==> config.mk <==
export PLATFORM = sky130hd
export DESIGN_NAME = cw_text_filter_chunker_core
export DESIGN_NICKNAME = d
export VERILOG_FILES = /design/src/design/cwtf_pkg.sv /design/src/design/cwtf_ctrl.sv /design/src/design/cwtf_dp.sv /design/src/design/cw_text_filter_chunker_core.sv
export SDC_FILE = /design/constraint.sdc
export NUM_CORES = 1
export LEC_CHECK = 0
export BUFFER_PORTS_ARGS = -buffer_cell sky130_fd_sc_hd__buf_2
export CORE_UTILIZATION = 56
export DETAILED_ROUTE_END_ITERATION = 7
export PLACE_DENSITY = 0.72
export SLEW_MARGIN = 25
export SYNTH_ARGS = -nofsm -noshare
export SYNTH_HDL_FRONTEND = slang
export SYNTH_SLANG_ARGS = --single-unit
==> constraint.sdc <==
create_clock -name clk -period 2.7 [get_ports clk]
set_input_delay 0.27 -clock clk [delete_from_list [all_inputs] [get_ports clk]]
set_output_delay 0.27 -clock clk [all_outputs]
set_load 0.03 [all_outputs]
==> src/design/cwtf_pkg.sv <==
`timescale 1ns / 1ps
// ----------------------------------------------------------------------------
// cwtf_pkg
// Shared types for the text filter and chunker: controller commands and
// datapath status.
// ----------------------------------------------------------------------------
package cwtf_pkg;

  localparam int CHAR_W = 8;

  typedef struct packed {
    logic latch;       // take the input request
    logic emit_split;  // start a chunk up to the split point
    logic emit_final;  // start the closing chunk of the message
    logic append;      // write the held character at the tail
    logic load_char;   // move one window character into the output register
    logic load_empty;  // present the empty-message result
  } cmd_t;

  typedef struct packed {
    logic kept;        // held character is kept and under the cap
    logic last;        // held byte closes the message
    logic full;        // window holds CHUNK_MAX characters
    logic win_empty;   // window holds nothing
    logic emit_last;   // one character left in the chunk being sent
    logic emit_final;  // chunk being sent closes the message
    logic out_free;    // output register can take a result this cycle
  } sts_t;

endpackage

==> src/design/cwtf_ctrl.sv <==
`timescale 1ns / 1ps
// ----------------------------------------------------------------------------
// cwtf_ctrl
// Controller: sequences intake, split emission, append, closing flush and the empty-message result.
// ----------------------------------------------------------------------------
module cwtf_ctrl (
  input  logic           clk,
  input  logic           rst_n,
  input  logic           in_tvalid,
  output logic           in_tready,
  input  cwtf_pkg::sts_t sts,
  output cwtf_pkg::cmd_t cmd
);

  localparam logic [2:0] S_IDLE   = 3'd0;
  localparam logic [2:0] S_DECIDE = 3'd1;
  localparam logic [2:0] S_APPEND = 3'd2;
  localparam logic [2:0] S_FINAL  = 3'd3;
  localparam logic [2:0] S_LOAD   = 3'd4;
  localparam logic [2:0] S_EMPTY  = 3'd5;

  logic [2:0] state_r;
  logic [2:0] state_nxt;

  always_comb begin
    state_nxt = state_r;
    cmd       = '0;
    in_tready = 1'b0;
    unique case (state_r)
      S_IDLE: begin
        in_tready = 1'b1;
        if (in_tvalid) begin
          cmd.latch = 1'b1;
          state_nxt = S_DECIDE;
        end
      end
      S_DECIDE: begin
        if (sts.kept && sts.full) begin
          cmd.emit_split = 1'b1;
          state_nxt      = S_LOAD;
        end else if (sts.kept) begin
          state_nxt = S_APPEND;
        end else if (sts.last) begin
          if (sts.win_empty) begin
            state_nxt = S_EMPTY;
          end else begin
            cmd.emit_final = 1'b1;
            state_nxt      = S_LOAD;
          end
        end else begin
          state_nxt = S_IDLE;
        end
      end
      S_APPEND: begin
        cmd.append = 1'b1;
        state_nxt  = sts.last ? S_FINAL : S_IDLE;
      end
      S_FINAL: begin
        cmd.emit_final = 1'b1;
        state_nxt      = S_LOAD;
      end
      S_LOAD: begin
        if (sts.out_free) begin
          cmd.load_char = 1'b1;
          if (sts.emit_last) begin
            state_nxt = sts.emit_final ? S_IDLE : S_APPEND;
          end
        end
      end
      S_EMPTY: begin
        if (sts.out_free) begin
          cmd.load_empty = 1'b1;
          state_nxt      = S_IDLE;
        end
      end
      default: begin
        state_nxt = S_IDLE;
      end
    endcase
  end

  always_ff @(posedge clk) begin
    if (!rst_n) begin
      state_r <= S_IDLE;
    end else begin
      state_r <= state_nxt;
    end
  end

endmodule

==> src/design/cwtf_dp.sv <==
`timescale 1ns / 1ps
// ----------------------------------------------------------------------------
// cwtf_dp
// Datapath: character cleaning, ring window memory, fill and split tracking,
// output register.
// ----------------------------------------------------------------------------
module cwtf_dp #(
  parameter int CHUNK_MAX   = 30,
  parameter int MESSAGE_CAP = 127
) (
  input  logic                          clk,
  input  logic                          rst_n,
  input  logic [cwtf_pkg::CHAR_W-1:0]   in_char,
  input  logic                          in_last,
  input  cwtf_pkg::cmd_t                cmd,
  output cwtf_pkg::sts_t                sts,
  input  logic                          out_tready,
  output logic                          out_valid,
  output logic [cwtf_pkg::CHAR_W-1:0]   out_char,
  output logic                          out_chunk_end,
  output logic                          out_msg_end,
  output logic                          out_empty
);

  localparam int IW = (CHUNK_MAX > 1) ? $clog2(CHUNK_MAX) : 1;
  localparam int FW = $clog2(CHUNK_MAX + 1);
  localparam int KW = $clog2(MESSAGE_CAP + 1);
  localparam int CW = cwtf_pkg::CHAR_W;

  localparam logic [CW-1:0] CH_SPACE = 8'h20;
  localparam logic [CW-1:0] CH_COMMA = 8'h2c;
  localparam logic [CW-1:0] CH_DOT   = 8'h2e;
  localparam logic [CW-1:0] CH_SLASH = 8'h2f;
  localparam logic [CW-1:0] CH_QUERY = 8'h3f;
  localparam logic [CW-1:0] CH_ZERO  = 8'h30;
  localparam logic [CW-1:0] CH_NINE  = 8'h39;
  localparam logic [CW-1:0] CH_UA    = 8'h41;
  localparam logic [CW-1:0] CH_UZ    = 8'h5a;
  localparam logic [CW-1:0] CH_LA    = 8'h61;
  localparam logic [CW-1:0] CH_LZ    = 8'h7a;
  localparam logic [CW-1:0] CASE_OFS = 8'h20;

  function automatic logic [CW-1:0] to_upper(input logic [CW-1:0] c);
    if (c >= CH_LA && c <= CH_LZ) begin
      return c - CASE_OFS;
    end
    return c;
  endfunction

  function automatic logic is_kept(input logic [CW-1:0] c);
    return (c >= CH_UA && c <= CH_UZ) || (c >= CH_ZERO && c <= CH_NINE) ||
           c == CH_SPACE || c == CH_SLASH || c == CH_QUERY ||
           c == CH_COMMA || c == CH_DOT;
  endfunction

  function automatic logic [IW-1:0] wrap_inc(input logic [IW-1:0] p);
    if (p == IW'(CHUNK_MAX - 1)) begin
      return '0;
    end
    return p + 1'b1;
  endfunction

  logic [CW-1:0] win_mem [CHUNK_MAX];
  logic [CW-1:0] rd_data_r;
  logic          rd_en;
  logic [IW-1:0] rd_addr;

  logic [CW-1:0] char_r;
  logic          kept_r,  kept_nxt;
  logic          last_r,  last_nxt;
  logic [IW-1:0] head_r,  head_nxt;
  logic [IW-1:0] tail_r,  tail_nxt;
  logic [FW-1:0] fill_r,  fill_nxt;
  logic [IW-1:0] sp_r,    sp_nxt;
  logic [KW-1:0] kcnt_r,  kcnt_nxt;
  logic [FW-1:0] rem_r,   rem_nxt;
  logic          fin_r,   fin_nxt;
  logic          ov_r,    ov_nxt;
  logic [CW-1:0] oc_r;
  logic          oce_r, ome_r, oem_r;
  logic [CW-1:0] in_up;
  logic          out_free;

  assign in_up    = to_upper(in_char);
  assign out_free = !ov_r || out_tready;

  always_comb begin
    kept_nxt = kept_r;
    last_nxt = last_r;
    head_nxt = head_r;
    tail_nxt = tail_r;
    fill_nxt = fill_r;
    sp_nxt   = sp_r;
    kcnt_nxt = kcnt_r;
    rem_nxt  = rem_r;
    fin_nxt  = fin_r;
    ov_nxt   = ov_r && !out_tready;
    rd_en    = 1'b0;
    rd_addr  = head_r;
    if (cmd.latch) begin
      kept_nxt = is_kept(in_up) && (kcnt_r < KW'(MESSAGE_CAP));
      last_nxt = in_last;
    end
    if (cmd.emit_split) begin
      rem_nxt = (sp_r != '0) ? FW'(sp_r) : FW'(CHUNK_MAX);
      fin_nxt = 1'b0;
      rd_en   = 1'b1;
    end
    if (cmd.emit_final) begin
      rem_nxt = fill_r;
      fin_nxt = 1'b1;
      rd_en   = 1'b1;
    end
    if (cmd.append) begin
      tail_nxt = wrap_inc(tail_r);
      fill_nxt = fill_r + 1'b1;
      kcnt_nxt = kcnt_r + 1'b1;
      if (char_r == CH_SPACE && fill_r != '0) begin
        sp_nxt = fill_r[IW-1:0];
      end
    end
    if (cmd.load_char) begin
      ov_nxt   = 1'b1;
      head_nxt = wrap_inc(head_r);
      fill_nxt = fill_r - 1'b1;
      rem_nxt  = rem_r - 1'b1;
      if (rem_r != FW'(1)) begin
        rd_en   = 1'b1;
        rd_addr = wrap_inc(head_r);
      end else begin
        sp_nxt = '0;
        if (fin_r) begin
          kcnt_nxt = '0;
        end
      end
    end
    if (cmd.load_empty) begin
      ov_nxt   = 1'b1;
      kcnt_nxt = '0;
    end
  end

  always_ff @(posedge clk) begin
    if (cmd.append) begin
      win_mem[tail_r] <= char_r;
    end
  end

  always_ff @(posedge clk) begin
    if (rd_en) begin
      rd_data_r <= win_mem[rd_addr];
    end
  end

  always_ff @(posedge clk) begin
    if (cmd.latch) begin
      char_r <= in_up;
    end
    if (cmd.load_char) begin
      oc_r  <= rd_data_r;
      oce_r <= (rem_r == FW'(1));
      ome_r <= (rem_r == FW'(1)) && fin_r;
      oem_r <= 1'b0;
    end else if (cmd.load_empty) begin
      oc_r  <= '0;
      oce_r <= 1'b0;
      ome_r <= 1'b1;
      oem_r <= 1'b1;
    end
  end

  always_ff @(posedge clk) begin
    if (!rst_n) begin
      kept_r <= 1'b0;
      last_r <= 1'b0;
      head_r <= '0;
      tail_r <= '0;
      fill_r <= '0;
      sp_r   <= '0;
      kcnt_r <= '0;
      rem_r  <= '0;
      fin_r  <= 1'b0;
      ov_r   <= 1'b0;
    end else begin
      kept_r <= kept_nxt;
      last_r <= last_nxt;
      head_r <= head_nxt;
      tail_r <= tail_nxt;
      fill_r <= fill_nxt;
      sp_r   <= sp_nxt;
      kcnt_r <= kcnt_nxt;
      rem_r  <= rem_nxt;
      fin_r  <= fin_nxt;
      ov_r   <= ov_nxt;
    end
  end

  always_comb begin
    sts.kept       = kept_r;
    sts.last       = last_r;
    sts.full       = (fill_r == FW'(CHUNK_MAX));
    sts.win_empty  = (fill_r == '0);
    sts.emit_last  = (rem_r == FW'(1));
    sts.emit_final = fin_r;
    sts.out_free   = out_free;
  end

  assign out_valid     = ov_r;
  assign out_char      = oc_r;
  assign out_chunk_end = oce_r;
  assign out_msg_end   = ome_r;
  assign out_empty     = oem_r;

`ifndef SYNTHESIS
  a_fill_bound: assert property (@(posedge clk) disable iff (!rst_n)
    fill_r <= FW'(CHUNK_MAX))
    else $error("window fill beyond capacity");

  a_load_free: assert property (@(posedge clk) disable iff (!rst_n)
    (cmd.load_char || cmd.load_empty) |-> out_free)
    else $error("output register overwritten while stalled");

  a_no_rw_clash: assert property (@(posedge clk) disable iff (!rst_n)
    !(cmd.append && rd_en))
    else $error("window write and read in one cycle");

  a_empty_flags: assert property (@(posedge clk) disable iff (!rst_n)
    (ov_r && oem_r) |-> (ome_r && !oce_r && oc_r == '0))
    else $error("empty-message result malformed");

  a_final_clears: assert property (@(posedge clk) disable iff (!rst_n)
    (cmd.load_char && fin_r && rem_r == FW'(1)) |=> (fill_r == '0 && kcnt_r == '0))
    else $error("message end left state behind");
`endif

endmodule

==> src/design/cw_text_filter_chunker_core.sv <==
`timescale 1ns / 1ps
// ----------------------------------------------------------------------------
// cw_text_filter_chunker_core
// Cleans message bytes and sends them out in word-aligned chunks.
//
// Channel  Dir  tdata          tlast            tuser
// in_      in   char_code      last_of_message  -
// out_     out  out_char       chunk_end        {empty_message, message_end}
//
// A byte is taken, then decided, then written to the window when kept. The
// first character of a chunk is presented after the split or flush decision
// through the window memory read, then the output register load; then one
// character a cycle follows while out_tready stays high.
// Synchronous active-low reset; the window needs no clearing pass.
// Bytes are not taken while a chunk drains; a stalled output holds intake
// until the output register frees.
// ----------------------------------------------------------------------------
module cw_text_filter_chunker_core #(
  parameter int CHUNK_MAX   = 30,
  parameter int MESSAGE_CAP = 127
) (
  input  logic       clk,
  input  logic       rst_n,
  input  logic       in_tvalid,
  output logic       in_tready,
  input  logic [7:0] in_tdata,   // [7:0] char_code
  input  logic       in_tlast,
  output logic       out_tvalid,
  input  logic       out_tready,
  output logic [7:0] out_tdata,  // [7:0] out_char
  output logic       out_tlast,
  output logic [1:0] out_tuser   // [0] message_end, [1] empty_message
);

  cwtf_pkg::cmd_t cmd;
  cwtf_pkg::sts_t sts;

  cwtf_ctrl u_ctrl (
    .clk       (clk),
    .rst_n     (rst_n),
    .in_tvalid (in_tvalid),
    .in_tready (in_tready),
    .sts       (sts),
    .cmd       (cmd)
  );

  cwtf_dp #(
    .CHUNK_MAX   (CHUNK_MAX),
    .MESSAGE_CAP (MESSAGE_CAP)
  ) u_dp (
    .clk           (clk),
    .rst_n         (rst_n),
    .in_char       (in_tdata),
    .in_last       (in_tlast),
    .cmd           (cmd),
    .sts           (sts),
    .out_tready    (out_tready),
    .out_valid     (out_tvalid),
    .out_char      (out_tdata),
    .out_chunk_end (out_tlast),
    .out_msg_end   (out_tuser[0]),
    .out_empty     (out_tuser[1])
  );

endmodule

==> metrics.csv <==
metric,value,unit
start_util,57.0,%
rsz0062_at_grt,true,
fin_nets,1228,
power_density,676,mW/mm2
die_w,154,um
startpoint,u_ctrl.state_r[0],
grt_pass1_vias,8724,
antenna_left,0,
cp-endpoint,u_dp.rd_data_r[0],
crit_slowest_cell,or4_4,
crit_path_max_fanout,6,
final_design_area_no_fill,0.0158,mm2
leakage,5.65,nW
fin_total_pwr,10.7,mW
cts-root-buf,clkbuf_16,
grt_pass1_wl,50.8,mm
synth-edff-count,266,
cp-end-kind,register,
port_buffers,25,
async_flop_share,0,%
synth_top_area_share,61.9,%
syn-instance-count,1046,
vdd_drop_max,0.579,mV
num_vias,9220,
grt-ovfl-total,0,
rows,55,
min_period_over_period,113,%
path_class,reg2reg,
synth.area.top_cells,"edfxtp_1 62%, dfxtp_1 6.2%, nand2_1 6.0%",
fin_hold_ws,20.2,ps
setup_violations,8,
cts.sinks,306,
cts_buffer_depth,3,
fp.dieArea,0.0237,mm2
reg2regPathDepth,12,
fmax,328,MHz
synth-seq-cells,306,
drtIter0Drc,997,
grt_antenna_before_repair,0,
drive_above_1_share,22.7,%
yosysSeqAreaShare,68.1,%
start_kind,register,
crit_cells,12,
cp_slowest_stage_delay,550,ps
hold_viol,0,
die_h,154,um
tightest_slew,885,ps
wl,33.8,mm
status,"complete, but fails checks",
grt_usage,28.6,%
fin_ws,-346,ps
yosysWarningCount,0,
maxCapViolations,0,
dpl_cell_area,0.0142,mm2
synth_top_cell_by_area,edfxtp_1,
grt_max_degree,46,
area_growth,22.3,%
failed_checks,setup timing,
ys.flop_type,edfxtp_1,
n_antenna_cell,0,
period_minus_slack,3050,ps
h-tree-depth,1,
yosysUniqueCellTypes,69,
coreArea,0.0226,mm2
num_io_pins,26,
rrSetupSlack,-350,ps
drc,0,
arrival,3330,ps
final_max_slew_viol_count,0,
clk_latency,560,ps
min_path_type,in2reg,
wl_per_cell,22.4,um
crit_required,2980,ps
slew_headroom,40.8,%
syn-cell-area,0.0129,mm2
hpwlAfterDp,21.4,mm
via_per_inst,6.11,
critPathTopFamily,compound AO/OA/AOI/OAI gates,
crit_buf_inv,4,
drtPass1Iterations,5,
syn_avg_cell_area,12.3,um2
skew,12.4,ps
crit_top_cell,buf_4,
reg2reg_from,u_ctrl.state_r[0],
r2r_end,u_dp.rd_data_r[0],
gp_congestion,0.930,
syn_nets,1074,
setup_tns,-2090,ps
tritoncts,done,
clkSlewWorstSetupHoldPaths,60,ps
cts_buffers,31,
path_cells,or2_4 > or4_4 > o31ai_4 > buf_4 > buf_12 > buf_4 > buf_4 > mux2i_1 > a22o_1 > o21ai_2 > a32oi_1 > o211ai_1,
-- cells in the final DEF (no fill, tap or decap), types with 4 or more instances in the layout --
cell / instances
a211oi_1: 5
a21o_1: 4
a21oi_1: 38
a221oi_1: 5
a22o_1: 4
a31oi_1: 24
a32oi_1: 8
and2_1: 14
and3_1: 14
buf_12: 7
buf_2: 25
buf_4: 131
buf_8: 4
bufinv_16: 5
clkbuf_1: 4
clkbuf_16: 31
clkinv_1: 7
clkinv_2: 4
dfxtp_1: 38
dlygate4sd3_1: 6
edfxtp_1: 266
ha_1: 13
inv_1: 14
mux2i_1: 25
mux2i_2: 5
nand2_1: 204
nand2b_1: 6
nand3_1: 55
nand3b_1: 4
nand4_1: 8
nor2_1: 90
nor2b_1: 4
nor3_1: 6
o2111ai_1: 5
o211ai_1: 9
o21ai_0: 20
o21ai_2: 5
or3_1: 5
or4_1: 5
xor2_1: 9
-- flip-flops by register name, summed over array words and instances, names as in the netlist, 3 cells and up --
register / cells
u_ctrl.state_r: 3
u_dp.char_r: 8
u_dp.fill_r: 5
u_dp.head_r: 5
u_dp.kcnt_r: 7
u_dp.out_char: 8
u_dp.rd_data_r: 8
u_dp.rem_r: 5
u_dp.sp_r: 5
u_dp.tail_r: 5
u_dp.win_mem: 240
-- layout make-up --
cell class                      instances  area [um2]
Sequential cell                       306        8790
Timing Repair Buffer                  176        1420
Inverter                               16        60.1
Multi-Input combinational cell        669        4110
Fill cell                            1545        6850
Clock inverter                         19         221
Tap cell                              285         357
Clock buffer                           38         832
-- Yosys cell counts (10+ instances only) --
cell type,number
ha_1,14
and3_1,14
and2_1,14
buf_2,19
a31oi_1,28
a21oi_1,38
edfxtp_1,266
nand3_1,55
dfxtp_1,40
nand2_1,206
o21ai_0,22
mux2i_1,33
clkbuf_1,22
a32oi_1,10
nor2_1,91
inv_1,16
-- report_power, final --
group          switching [mW]  total [mW]  internal, mW
Combinational           0.633       0.948         0.314
Clock                    1.76        4.41          2.65
Sequential             0.0395        5.32          5.28
Total                    2.43        10.7          8.24
-- stage by stage --
stage / utilization (%) / std cells / setup WS [ps]
after CTS: 68.5 / 1500 / -381
final: 69.8 / 1509 / -346
after detailed placement: 62.8 / 1430 / -647
after global placement: 62.8 / 1430 / -541
after floorplan: - / 1046 / -28.9
after global routing: 69.8 / 1509 / -431
-- cell families after synthesis --
group,Yosys count,synth area share (%)
compound gates,171,9.19
flops,306,68.1
mux,34,2.65
buf+inv,71,2.57
xor+xnor,11,0.746
simple gates,438,15.3
fa+ha+maj,15,1.51
-- worst min-delay path by stage --
stage,from,end,cells after the start
finish,in_tdata[7],u_dp.char_r[7],2
global route,in_tdata[7],u_dp.char_r[7],2
CTS,in_tdata[7],u_dp.char_r[7],2
detailed placement,u_dp.kcnt_r[1],u_dp.kcnt_r[1],2
global placement,u_dp.out_empty,u_dp.out_empty,2
floorplan,in_tdata[0],u_dp.char_r[0],0
-- routing by layer --
layer / part of all wire (%) / GRT usage [%]
met5: 0 / 0
met4: 3.3 / 10.9
met3: 8.2 / 5.07
met2: 47 / 44.8
met1: 42 / 40.2
-- timing repair --
| item | 4_1_cts | 5_1_grt |
|---|---|---|
| endpoints found under the setup margin | 8 | 11 |
| resized for setup | 24 | 44 |
| cloned | 1 | 0 |
| hold buffers | 6 | 0 |
| hold endpoints to repair | 6 | 0 |
| setup buffers | 6 | 11 |
| pin swaps | 6 | 14 |
No activity file was read; power rests on OpenSTA's default activity.
